<file path="config.mk">
export PLATFORM = sky130hd
export DESIGN_NAME = sit_front
export DESIGN_NICKNAME = d
export VERILOG_FILES = /design/src/hw/rtl/segment_intersection_test_core_defines.svh /design/src/hw/rtl/sit_pkg.sv /design/src/hw/rtl/sit_front.sv
export SDC_FILE = /design/constraint.sdc
export NUM_CORES = 1
export LEC_CHECK = 0
export ABC_AREA = 1
export BUFFER_PORTS_ARGS = -buffer_cell sky130_fd_sc_hd__buf_2
export CELL_PAD_IN_SITES_DETAIL_PLACEMENT = 1
export CELL_PAD_IN_SITES_GLOBAL_PLACEMENT = 1
export CORE_MARGIN = 5
export CORE_UTILIZATION = 41
export CTS_BUF_LIST = sky130_fd_sc_hd__clkbuf_4 sky130_fd_sc_hd__clkbuf_8 sky130_fd_sc_hd__clkbuf_16
export CTS_CLUSTER_DIAMETER = 40
export DETAILED_ROUTE_END_ITERATION = 12
export GPL_TIMING_DRIVEN = 0
export PLACE_DENSITY_LB_ADDON = 0.1
export REMOVE_ABC_BUFFERS = 1
export SYNTH_ARGS = -nofsm -noshare
export SYNTH_HDL_FRONTEND = slang
export SYNTH_SLANG_ARGS = --single-unit
</file>
<file path="constraint.sdc">
create_clock -name clk_i -period 0.9 [get_ports clk_i]
set_input_delay 0 -clock clk_i [delete_from_list [all_inputs] [get_ports clk_i]]
set_output_delay 0 -clock clk_i [all_outputs]
set_load 0.02 [all_outputs]
</file>
<file path="src/hw/rtl/segment_intersection_test_core_defines.svh">
// assertion macros used by the top rtl file segment_intersection_test_core.sv
`ifndef SEGMENT_INTERSECTION_TEST_CORE_DEFINES_SVH
`define SEGMENT_INTERSECTION_TEST_CORE_DEFINES_SVH

`ifndef SYNTH

// same-cycle implication, checked on clk_i, off during reset
`define SIT_ASSERT_IMP(lbl, ante, cons, msg) \
  lbl: assert property (@(posedge clk_i) disable iff (!rst_ni) (ante) |-> (cons)) \
    else $error(msg);

// next-cycle implication, checked on clk_i, off during reset
`define SIT_ASSERT_NXT(lbl, ante, cons, msg) \
  lbl: assert property (@(posedge clk_i) disable iff (!rst_ni) (ante) |=> (cons)) \
    else $error(msg);

`else

`define SIT_ASSERT_IMP(lbl, ante, cons, msg)
`define SIT_ASSERT_NXT(lbl, ante, cons, msg)

`endif

`endif

</file>
<file path="src/hw/rtl/sit_pkg.sv">
package sit_pkg;

  localparam int unsigned COORD_WIDTH = 16;
  localparam int unsigned DiffWidth   = COORD_WIDTH + 1;
  localparam int unsigned ProdWidth   = 2 * DiffWidth;
  localparam int unsigned CrossWidth  = ProdWidth + 1;
  localparam int unsigned NumOrient   = 4;

  typedef logic signed [COORD_WIDTH-1:0] coord_t;
  typedef logic signed [DiffWidth-1:0]   diff_t;
  typedef logic signed [ProdWidth-1:0]   prod_t;
  typedef logic signed [CrossWidth-1:0]  cross_t;

  // cross product of one triple is a*b - c*d
  typedef struct packed {
    diff_t a;
    diff_t b;
    diff_t c;
    diff_t d;
  } cross_terms_t;

  typedef enum logic [1:0] {
    ORI_COL,
    ORI_CW,
    ORI_CCW
  } orient_e;

  typedef struct packed {
    logic s2;
    logic s3;
  } cross_en_t;

  typedef struct packed {
    logic s2;
    logic s3;
  } cross_vld_t;

  function automatic diff_t sub_coord(coord_t x, coord_t y);
    diff_t xe;
    diff_t ye;
    xe = $signed({x[COORD_WIDTH-1], x});
    ye = $signed({y[COORD_WIDTH-1], y});
    return xe - ye;
  endfunction

endpackage

</file>
<file path="src/hw/rtl/sit_front.sv">
module sit_front (
  input  logic                                            clk_i,
  input  logic                                            rst_ni,
  input  logic                                            en_i,
  input  logic                                            valid_i,
  input  sit_pkg::coord_t                                 ax_i,
  input  sit_pkg::coord_t                                 ay_i,
  input  sit_pkg::coord_t                                 bx_i,
  input  sit_pkg::coord_t                                 by_i,
  input  sit_pkg::coord_t                                 cx_i,
  input  sit_pkg::coord_t                                 cy_i,
  input  sit_pkg::coord_t                                 dx_i,
  input  sit_pkg::coord_t                                 dy_i,
  output logic                                            valid_o,
  output sit_pkg::cross_terms_t [sit_pkg::NumOrient-1:0]  terms_o,
  output logic [sit_pkg::NumOrient-1:0]                   box_o
);

  logic                                            valid_q;
  sit_pkg::cross_terms_t [sit_pkg::NumOrient-1:0]  terms_d, terms_q;
  logic [sit_pkg::NumOrient-1:0]                   box_d, box_q;

  function automatic logic in_box(sit_pkg::coord_t px, sit_pkg::coord_t py,
                                  sit_pkg::coord_t qx, sit_pkg::coord_t qy,
                                  sit_pkg::coord_t rx, sit_pkg::coord_t ry);
    logic x_ok;
    logic y_ok;
    x_ok = (rx >= px && rx <= qx) || (rx >= qx && rx <= px);
    y_ok = (ry >= py && ry <= qy) || (ry >= qy && ry <= py);
    return x_ok && y_ok;
  endfunction

  always_comb begin
    // (A,B,C)
    terms_d[0].a = sit_pkg::sub_coord(by_i, ay_i);
    terms_d[0].b = sit_pkg::sub_coord(cx_i, bx_i);
    terms_d[0].c = sit_pkg::sub_coord(bx_i, ax_i);
    terms_d[0].d = sit_pkg::sub_coord(cy_i, by_i);
    // (A,B,D)
    terms_d[1].a = sit_pkg::sub_coord(by_i, ay_i);
    terms_d[1].b = sit_pkg::sub_coord(dx_i, bx_i);
    terms_d[1].c = sit_pkg::sub_coord(bx_i, ax_i);
    terms_d[1].d = sit_pkg::sub_coord(dy_i, by_i);
    // (C,D,A)
    terms_d[2].a = sit_pkg::sub_coord(dy_i, cy_i);
    terms_d[2].b = sit_pkg::sub_coord(ax_i, dx_i);
    terms_d[2].c = sit_pkg::sub_coord(dx_i, cx_i);
    terms_d[2].d = sit_pkg::sub_coord(ay_i, dy_i);
    // (C,D,B)
    terms_d[3].a = sit_pkg::sub_coord(dy_i, cy_i);
    terms_d[3].b = sit_pkg::sub_coord(bx_i, dx_i);
    terms_d[3].c = sit_pkg::sub_coord(dx_i, cx_i);
    terms_d[3].d = sit_pkg::sub_coord(by_i, dy_i);

    box_d[0] = in_box(ax_i, ay_i, bx_i, by_i, cx_i, cy_i);
    box_d[1] = in_box(ax_i, ay_i, bx_i, by_i, dx_i, dy_i);
    box_d[2] = in_box(cx_i, cy_i, dx_i, dy_i, ax_i, ay_i);
    box_d[3] = in_box(cx_i, cy_i, dx_i, dy_i, bx_i, by_i);
  end

  always_ff @(posedge clk_i or negedge rst_ni) begin
    if (!rst_ni) begin
      valid_q <= 1'b0;
    end else if (en_i) begin
      valid_q <= valid_i;
    end
  end

  always_ff @(posedge clk_i) begin
    if (en_i && valid_i) begin
      terms_q <= terms_d;
      box_q   <= box_d;
    end
  end

  assign valid_o = valid_q;
  assign terms_o = terms_q;
  assign box_o   = box_q;

endmodule

</file>
==> results.cfg, run 1 <==
[placement]
place_congestion = 0.9429
dp.cells = 3040
portBuffers = 408
hpwl_um = 57930

[logic_synthesis]
synthDistinctLibCells = 52
synth_edf_count = 206
ys_seq_elements = 207
synth_ff_type = edfxtp_1
synthCells = 2137
synth_seq_area_share = 0.3448
async_reset_ff_frac = 0.004831
syn_area_per_cell_um2 = 8.429
ys_warn_count = 0
syn_area_mm2 = 0.01801

[floorplanning]
rows = 76
die_w_um = 219.6
start_util = 0.4163
die_y_um = 219.6
ios = 409

[run_status]
failing_step = global routing
error_line = [ERROR GRT-0232] Routing congestion too high. Check the congestion heatmap in the GUI.
status = aborted with a tool error

[cts]
h-tree-depth = 2
cts-buffers-inserted = 35
cts_num_sinks = 207
clk_path_buf_depth = 3
cts_root_buf = clkbuf_16

[sta]
worst_endpoint_kind = register data pin
grt-worst-endpoint = box_o[3]$_DFFE_PP_/D

[grt]
gr-total-overflow = 1297
grtUsageTotal = 0.8345
antenna_found_initial = 15
grt_max_degree = 54
## layer usage
| layer | overflow | global-route usage |
|---|---|---|
| met2 | 859 | 1.039 |
| met4 | 412 | 0.9338 |
| met3 | 15 | 0.6607 |
| met1 | 6 | 0.7746 |
| met5 | 5 | 0.3094 |
## synthesized netlist by cell type, types with 4 or more instances
| master | number | area [um2] |
|---|---|---|
| a21boi_0 | 5 | 37.54 |
| nor2_2 | 6 | 37.54 |
| a21boi_1 | 4 | 30.03 |
| inv_1 | 345 | 1295 |
| o21ai_0 | 58 | 290.3 |
| o21ai_2 | 8 | 70.07 |
| a21oi_1 | 169 | 845.8 |
| nand3_1 | 82 | 410.4 |
| a21o_1 | 20 | 150.1 |
| buf_2 | 5 | 25.02 |
| a211oi_1 | 5 | 37.54 |
| o211ai_1 | 7 | 52.55 |
| nor3_1 | 15 | 75.07 |
| o21ai_1 | 9 | 45.04 |
| nor4_1 | 7 | 43.79 |
| fa_1 | 12 | 240.2 |
| a31oi_1 | 14 | 87.58 |
| buf_6 | 4 | 45.04 |
| ha_1 | 232 | 2903 |
| a21oi_2 | 6 | 52.55 |
| xnor2_1 | 35 | 306.5 |
| buf_4 | 80 | 600.6 |
| o21bai_1 | 32 | 240.2 |
| nand2_1 | 430 | 1614 |
| edfxtp_1 | 206 | 6186 |
| nand2_2 | 14 | 87.58 |
| xor2_1 | 144 | 1261 |
| nand4_1 | 15 | 93.84 |
| nor2_1 | 123 | 461.7 |
| nand3b_1 | 10 | 75.07 |
## through the flow
step / setup slack (ps) / cell area (um2) / hold WS [ps]
after CTS: -387.2 / 28820 / -60.01
after detailed placement: -2104 / 20140 / -218.7
after global placement: -5368 / 20110 / -224.6
after floorplan: -3678 / 17330 / -295.6
## kinds of logic after synthesis
family          after synthesis  synth area share
simple gates                717            0.1691
buf+inv                     440            0.1104
compound gates              350            0.1141
fa+ha+maj                   244            0.1745
flops                       207            0.3448
xor+xnor                    179           0.08704
## what timing repair did
item / 4_1_cts
pin swaps: 258
endpoints found under the setup margin: 541
gates resized for setup: 1309
hold buffers: 42
setup buffers: 191
cloned: 3
endpoints found under the hold margin: 63
==> inputs of run 2 (changes only) <==
CELL_PAD_IN_SITES_DETAIL_PLACEMENT = default   (was 1)
CELL_PAD_IN_SITES_GLOBAL_PLACEMENT = default   (was 1)
CORE_UTILIZATION = 26   (was 41)
CTS_BUF_LIST = default   (was sky130_fd_sc_hd__clkbuf_4 sky130_fd_sc_hd__clkbuf_8 sky130_fd_sc_hd__clkbuf_16)
CTS_CLUSTER_DIAMETER = default   (was 40)
PLACE_DENSITY_LB_ADDON = 0.15   (was 0.1)
==> run 2 against run 1 <==
Net effect:
- the flow now finishes, with violations (hold timing, setup timing)
- synthesized area stayed put
- synthesized cell count is the same
==> results.cfg, run 2 <==
[logic_synthesis]
synthCells = 2137
synthTopCellsByArea = edfxtp_1 (34%), ha_1 (16%), nand2_1 (9.0%)
synth_fa_ha_area_frac = 0.1745
syn_area_mm2 = 0.01801
syn_area_per_cell_um2 = 8.429
netlist_top_cells_count = nand2_1 (430), inv_1 (345), ha_1 (232)
synth_top_family_by_area = adder cells
synth_ff_type = edfxtp_1
synthDistinctLibCells = 52
synthSimpleGateAreaFrac = 0.1691
synth_area_leader_cell = edfxtp_1
synthMuxAreaShare = 0
synth_edf_count = 206
synth_compound_area_frac = 0.1141
ys_warn_count = 0
synth_top_area_share = 0.3434
post-synth-top-count-cell = nand2_1
synth_seq_area_share = 0.3448
async_reset_ff_frac = 0.004831
ys_seq_elements = 207
synth-xor-area-share = 0.08704

[routing]
ant_nets = 0
vias = 17390
drc = 0
drt_iter0_markers = 825
wl_um = 76970
via_per_inst = 4.627
wire_per_inst_um = 20.48
firstDrtPassIters = 5

[critical_path]
r2r_start = valid_o
ff2ff_path_depth = 2
reg2reg_to = valid_o
start_kind = primary input
rrSetupSlack_ps = 260
crit_type = primary input to flip-flop
worstSetupEndpoint = terms_o[165]
cp_data_required_time_ps = 1210
path_max_fanout = 4
worstPathArrival_ps = 1620
end_kind = flip-flop
cp-startpoint = dx_i[0]

[cts]
cts_root_buf = clkbuf_16
cts_tree = done
clk_path_buf_depth = 3
cts.clk_slew.worst_paths_ps = 60
h-tree-depth = 1
insertion_delay_ps = 580
cts_num_sinks = 207
cts-buffers-inserted = 28

[finish]
layout_commonest_cell = buf_6
largest_register_ff_count = 202
layout_common_cells = buf_6 (319), nand2_1 (292), buf_4 (220)
syn2layout_area_growth_pct = 73.94
drive_gt1_frac = 0.5345
nNetsFinal = 3179
final_cells = 3758

[sta]
finalSetupTns_ps = -95530
timing.hold.ws_ps = -380.1
worst_pin_slew_ps = 535.1
setup_ws_ps = -409.0
maxSlewViolCount = 0
rsz0062_at_grt = yes
period_share = 1.454
final_hold_viol_count = 12
setup_viol = 429
post-route-min-period_ps = 1309
skew_ps = 0
slew_headroom = 0.6433
timing.fmax_mhz = 764.0

[grt]
gr-total-overflow = 0
grt_first_pass_wirelength_um = 110800
grt_max_degree = 72
grt_pass1_vias = 18370
grtUsageTotal = 0.1936
antenna_found_initial = 6

[placement]
pre_cts_ws_ps = -1802
portBuffers = 408
place_congestion = 0.9179
hpwl_um = 58850
dp.cells = 3387

[floorplanning]
start_util = 0.2622
die_w_um = 273.2
rows = 96
core-area_mm2 = 0.06871
die_area_mm2 = 0.07464
die_y_um = 273.2
ios = 409

[power]
power_density_mw_per_mm2 = 1430
p_leak_nw = 13.55
total_power_mw = 44.80
vdd_ir_drop_max_uv = 1371

[run_status]
violations = hold timing, setup timing
status = finished with violations

[min_path]
hold_path_class = primary input to flip-flop
min_from = en_i

[run]
cap_violations = 0
==> run 2: critical path, cell delays in order <==
cell,delay (ps)
buf_12,110
clkinv_8,50
ha_4,150
fa_2,330
nand3b_1,210
a21oi_2,240
nor2_4,80
o21ai_4,190
nand3b_1,100
nand2_1,80
xor2_1,60
==> run 2: stage by stage <==
step	util	area, um2	hold slack [ps]
6_report	0.4560	31330	-380.1
5_1_grt	0.4559	31330	-385.5
4_1_cts	0.4135	28410	-429.7
3_5_place_dp	0.2999	20600	-223.5
3_3_place_gp	0.2990	20540	-225.8
2_1_floorplan	-	17330	-295.6
==> run 2: per-layer routing <==
layer,share of wire,vias to the layer above,GRT usage
met2,0.50,502,0.3505
met3,0.061,132,0.03822
li1,-,8355,-
met4,0.034,2,0.05788
met5,0.00016,-,0
met1,0.40,8397,0.2320
==> run 2: how the worst min path moves through the flow <==
stage,slack (ps),cells after the start,end
final,-380,2,valid_o
after global routing,-390,2,valid_o
after CTS,-430,2,valid_o
after detailed placement,-220,1,valid_o
after global placement,-230,1,valid_o
after floorplan,-300,0,valid_o
==> run 2: cells by family (layout without fill, tap and decap cells) <==
family,count (synthesis),after routing
other,0,4
XOR/XNOR,179,179
buffers and inverters,440,1126
AO/OA/AOI/OAI,350,350
adder cells (fa/ha/maj),244,244
AND/OR/NAND/NOR,717,717
flip-flops,207,207
==> run 2: repair_timing <==
item                                     CTS  global route
gates resized for setup                 1213           649
pin swaps                                288           293
setup buffers                            173            96
endpoints found under the hold margin     92            19
cloned                                     0             0
hold buffers                              62             1
endpoints found under the setup margin   430           428
==> run 2: cell type report <==
class	instances	area, um2
Tap cell	931	1165
Fill cell	6460	37380
Clock buffer	35	726.9
Clock inverter	15	167.7
Multi-Input combinational cell	1490	14520
Inverter	349	1528
Sequential cell	207	6211
Timing Repair Buffer	727	7000
Antenna cell	4	10.01
==> run 2: power breakdown <==
| group | leakage (nW) | switching (mW) | internal (mW) | total [mW] |
|---|---|---|---|---|
| sequential | 1.94 | 0.750 | 12.3 | 13.0 |
| clock | 0.425 | 4.66 | 6.56 | 11.2 |
| combinational | 11.2 | 11.1 | 9.44 | 20.6 |
| total | 13.6 | 16.5 | 28.3 | 44.8 |
Power figures use the tool's default switching activity.
==> inputs of run 3 (changes only) <==
CORE_MARGIN = 3   (was 5)
==> run 3 against run 2 <==
Net effect:
- the run still ends with hold timing, setup timing left
- via count up 1.8%
- global-route usage rose by 1.0 points
- non-clock buffer count up 6
- cell count shrank 0.16%
- clock skew is the same
==> results.cfg, run 3 (synthesis gave the netlist of run 2 again) <==
[sta]
final_hold_viol_count = 17
timing.fmax_mhz = 749.2
period_share = 1.483
setup_ws_ps = -434.7
worst_pin_slew_ps = 511.4
post-route-min-period_ps = 1335
slew_headroom = 0.6559
rsz0062_at_grt = yes
maxSlewViolCount = 0
skew_ps = 0
setup_viol = 435
finalSetupTns_ps = -97190
timing.hold.ws_ps = -324.8

[routing]
vias = 17700
wire_per_inst_um = 21.13
ant_nets = 0
drc = 0
wl_um = 79270
drt_iter0_markers = 1166
firstDrtPassIters = 5
via_per_inst = 4.717

[grt]
gr-total-overflow = 0
grt_pass1_vias = 18310
grt_first_pass_wirelength_um = 113500
antenna_found_initial = 2
grt_max_degree = 43
grtUsageTotal = 0.2041

[critical_path]
cp_data_required_time_ps = 1350
crit_type = primary input to flip-flop
cp-startpoint = by_i[15]
ff2ff_path_depth = 2
path_max_fanout = 4
r2r_start = valid_o
worstPathArrival_ps = 1780
start_kind = primary input
rrSetupSlack_ps = 260
reg2reg_to = valid_o
end_kind = flip-flop

[cts]
cts.clk_slew.worst_paths_ps = 60
cts_num_sinks = 207
cts_tree = done
cts_root_buf = clkbuf_16
cts-buffers-inserted = 27
h-tree-depth = 1
clk_path_buf_depth = 3
insertion_delay_ps = 560

[power]
power_density_mw_per_mm2 = 1412
p_leak_nw = 13.74
vdd_ir_drop_max_uv = 1301

[finish]
syn2layout_area_growth_pct = 76.54
nNetsFinal = 3186
layout_commonest_cell = buf_6
drive_gt1_frac = 0.5483
largest_register_ff_count = 202
layout_common_cells = buf_6 (326), nand2_1 (279), buf_4 (223)

[floorplanning]
core-area_mm2 = 0.06787
die_w_um = 269.2
rows = 95
start_util = 0.2654
die_area_mm2 = 0.07247
die_y_um = 269.2
ios = 409

[run_status]
violations = hold timing, setup timing
status = finished with violations

[min_path]
min_from = en_i
hold_path_class = primary input to flip-flop
hold_end = valid_o
hold_path_depth = 2

[placement]
hpwl_um = 58390
pre_cts_ws_ps = -1741
place_congestion = 0.9015
portBuffers = 408

[run]
cap_violations = 0
==> run 3: worst max-delay path, stage by stage <==
cell and delay [ps]:
buf_12 90, clkinvlp_4 150, ha_4 320, buf_4 100, buf_4 130, nand2_1 70
nor2_1 200, nand4_1 240, nand2_1 180, buf_6 110, nand2_2 30, nand2_1 60
nand2_1 40, inv_1 40
==> run 3: worst max-delay path by stage <==
stage | endpoint | slack (ps) | cells past startpoint
floorplan | box_o[0] | -3680 | 2
global placement | terms_o[41] | -5920 | 3
detailed placement | box_o[3] | -1740 | 11
CTS | terms_o[23] | -410 | 1
global route | terms_o[79] | -490 | 13
finish | box_o[3] | -430 | 14
==> run 3: area by class of cell <==
class | instances | area, um2
Inverter | 349 | 1567
Tap cell | 921 | 1152
Sequential cell | 207 | 6211
Clock buffer | 31 | 690.7
Multi-Input combinational cell | 1490 | 14790
Timing Repair Buffer | 733 | 7217
Clock inverter | 17 | 148.9
Timing Repair inverter | 2 | 17.52
Fill cell | 6189 | 36070
Antenna cell | 2 | 5.005
==> run 3: per-stage QoR <==
| step | hold WS [ps] | area, um2 | std cells | power [mW] | util |
|---|---|---|---|---|---|
| 2_1_floorplan | -295.6 | 17330 | 2046 | 20.71 | - |
| 3_3_place_gp | -225.4 | 20530 | 3375 | 25.50 | 0.3024 |
| 3_5_place_dp | -220.9 | 20590 | 3377 | 25.37 | 0.3034 |
| 4_1_cts | -363.8 | 28270 | 3646 | 41.72 | 0.4166 |
| 5_1_grt | -331.4 | 31800 | 3752 | 47.03 | 0.4685 |
| 6_report | -324.8 | 31800 | 3752 | 44.89 | 0.4685 |
==> run 3: metal layers <==
metal | vias up | track usage | wire (um)
met5 | - | 0 | 0
met4 | 0 | 0.04980 | 2336
met3 | 122 | 0.03601 | 4658
met2 | 558 | 0.3555 | 38290
met1 | 8653 | 0.2616 | 33980
li1 | 8364 | - | -
==> run 3: timing repair <==
action	in CTS	in global routing
pin swaps	275	297
setup endpoints to repair	502	431
cloned	4	0
endpoints found under the hold margin	90	27
hold buffers	50	3
gates resized for setup	1214	741
buffers inserted	168	115
==> run 3: report_power, final <==
group,internal (mW),switching (mW),leakage [nW]
Clock,6.06,4.68,0.396
Combinational,9.67,11.4,11.4
Sequential,12.3,0.773,1.94
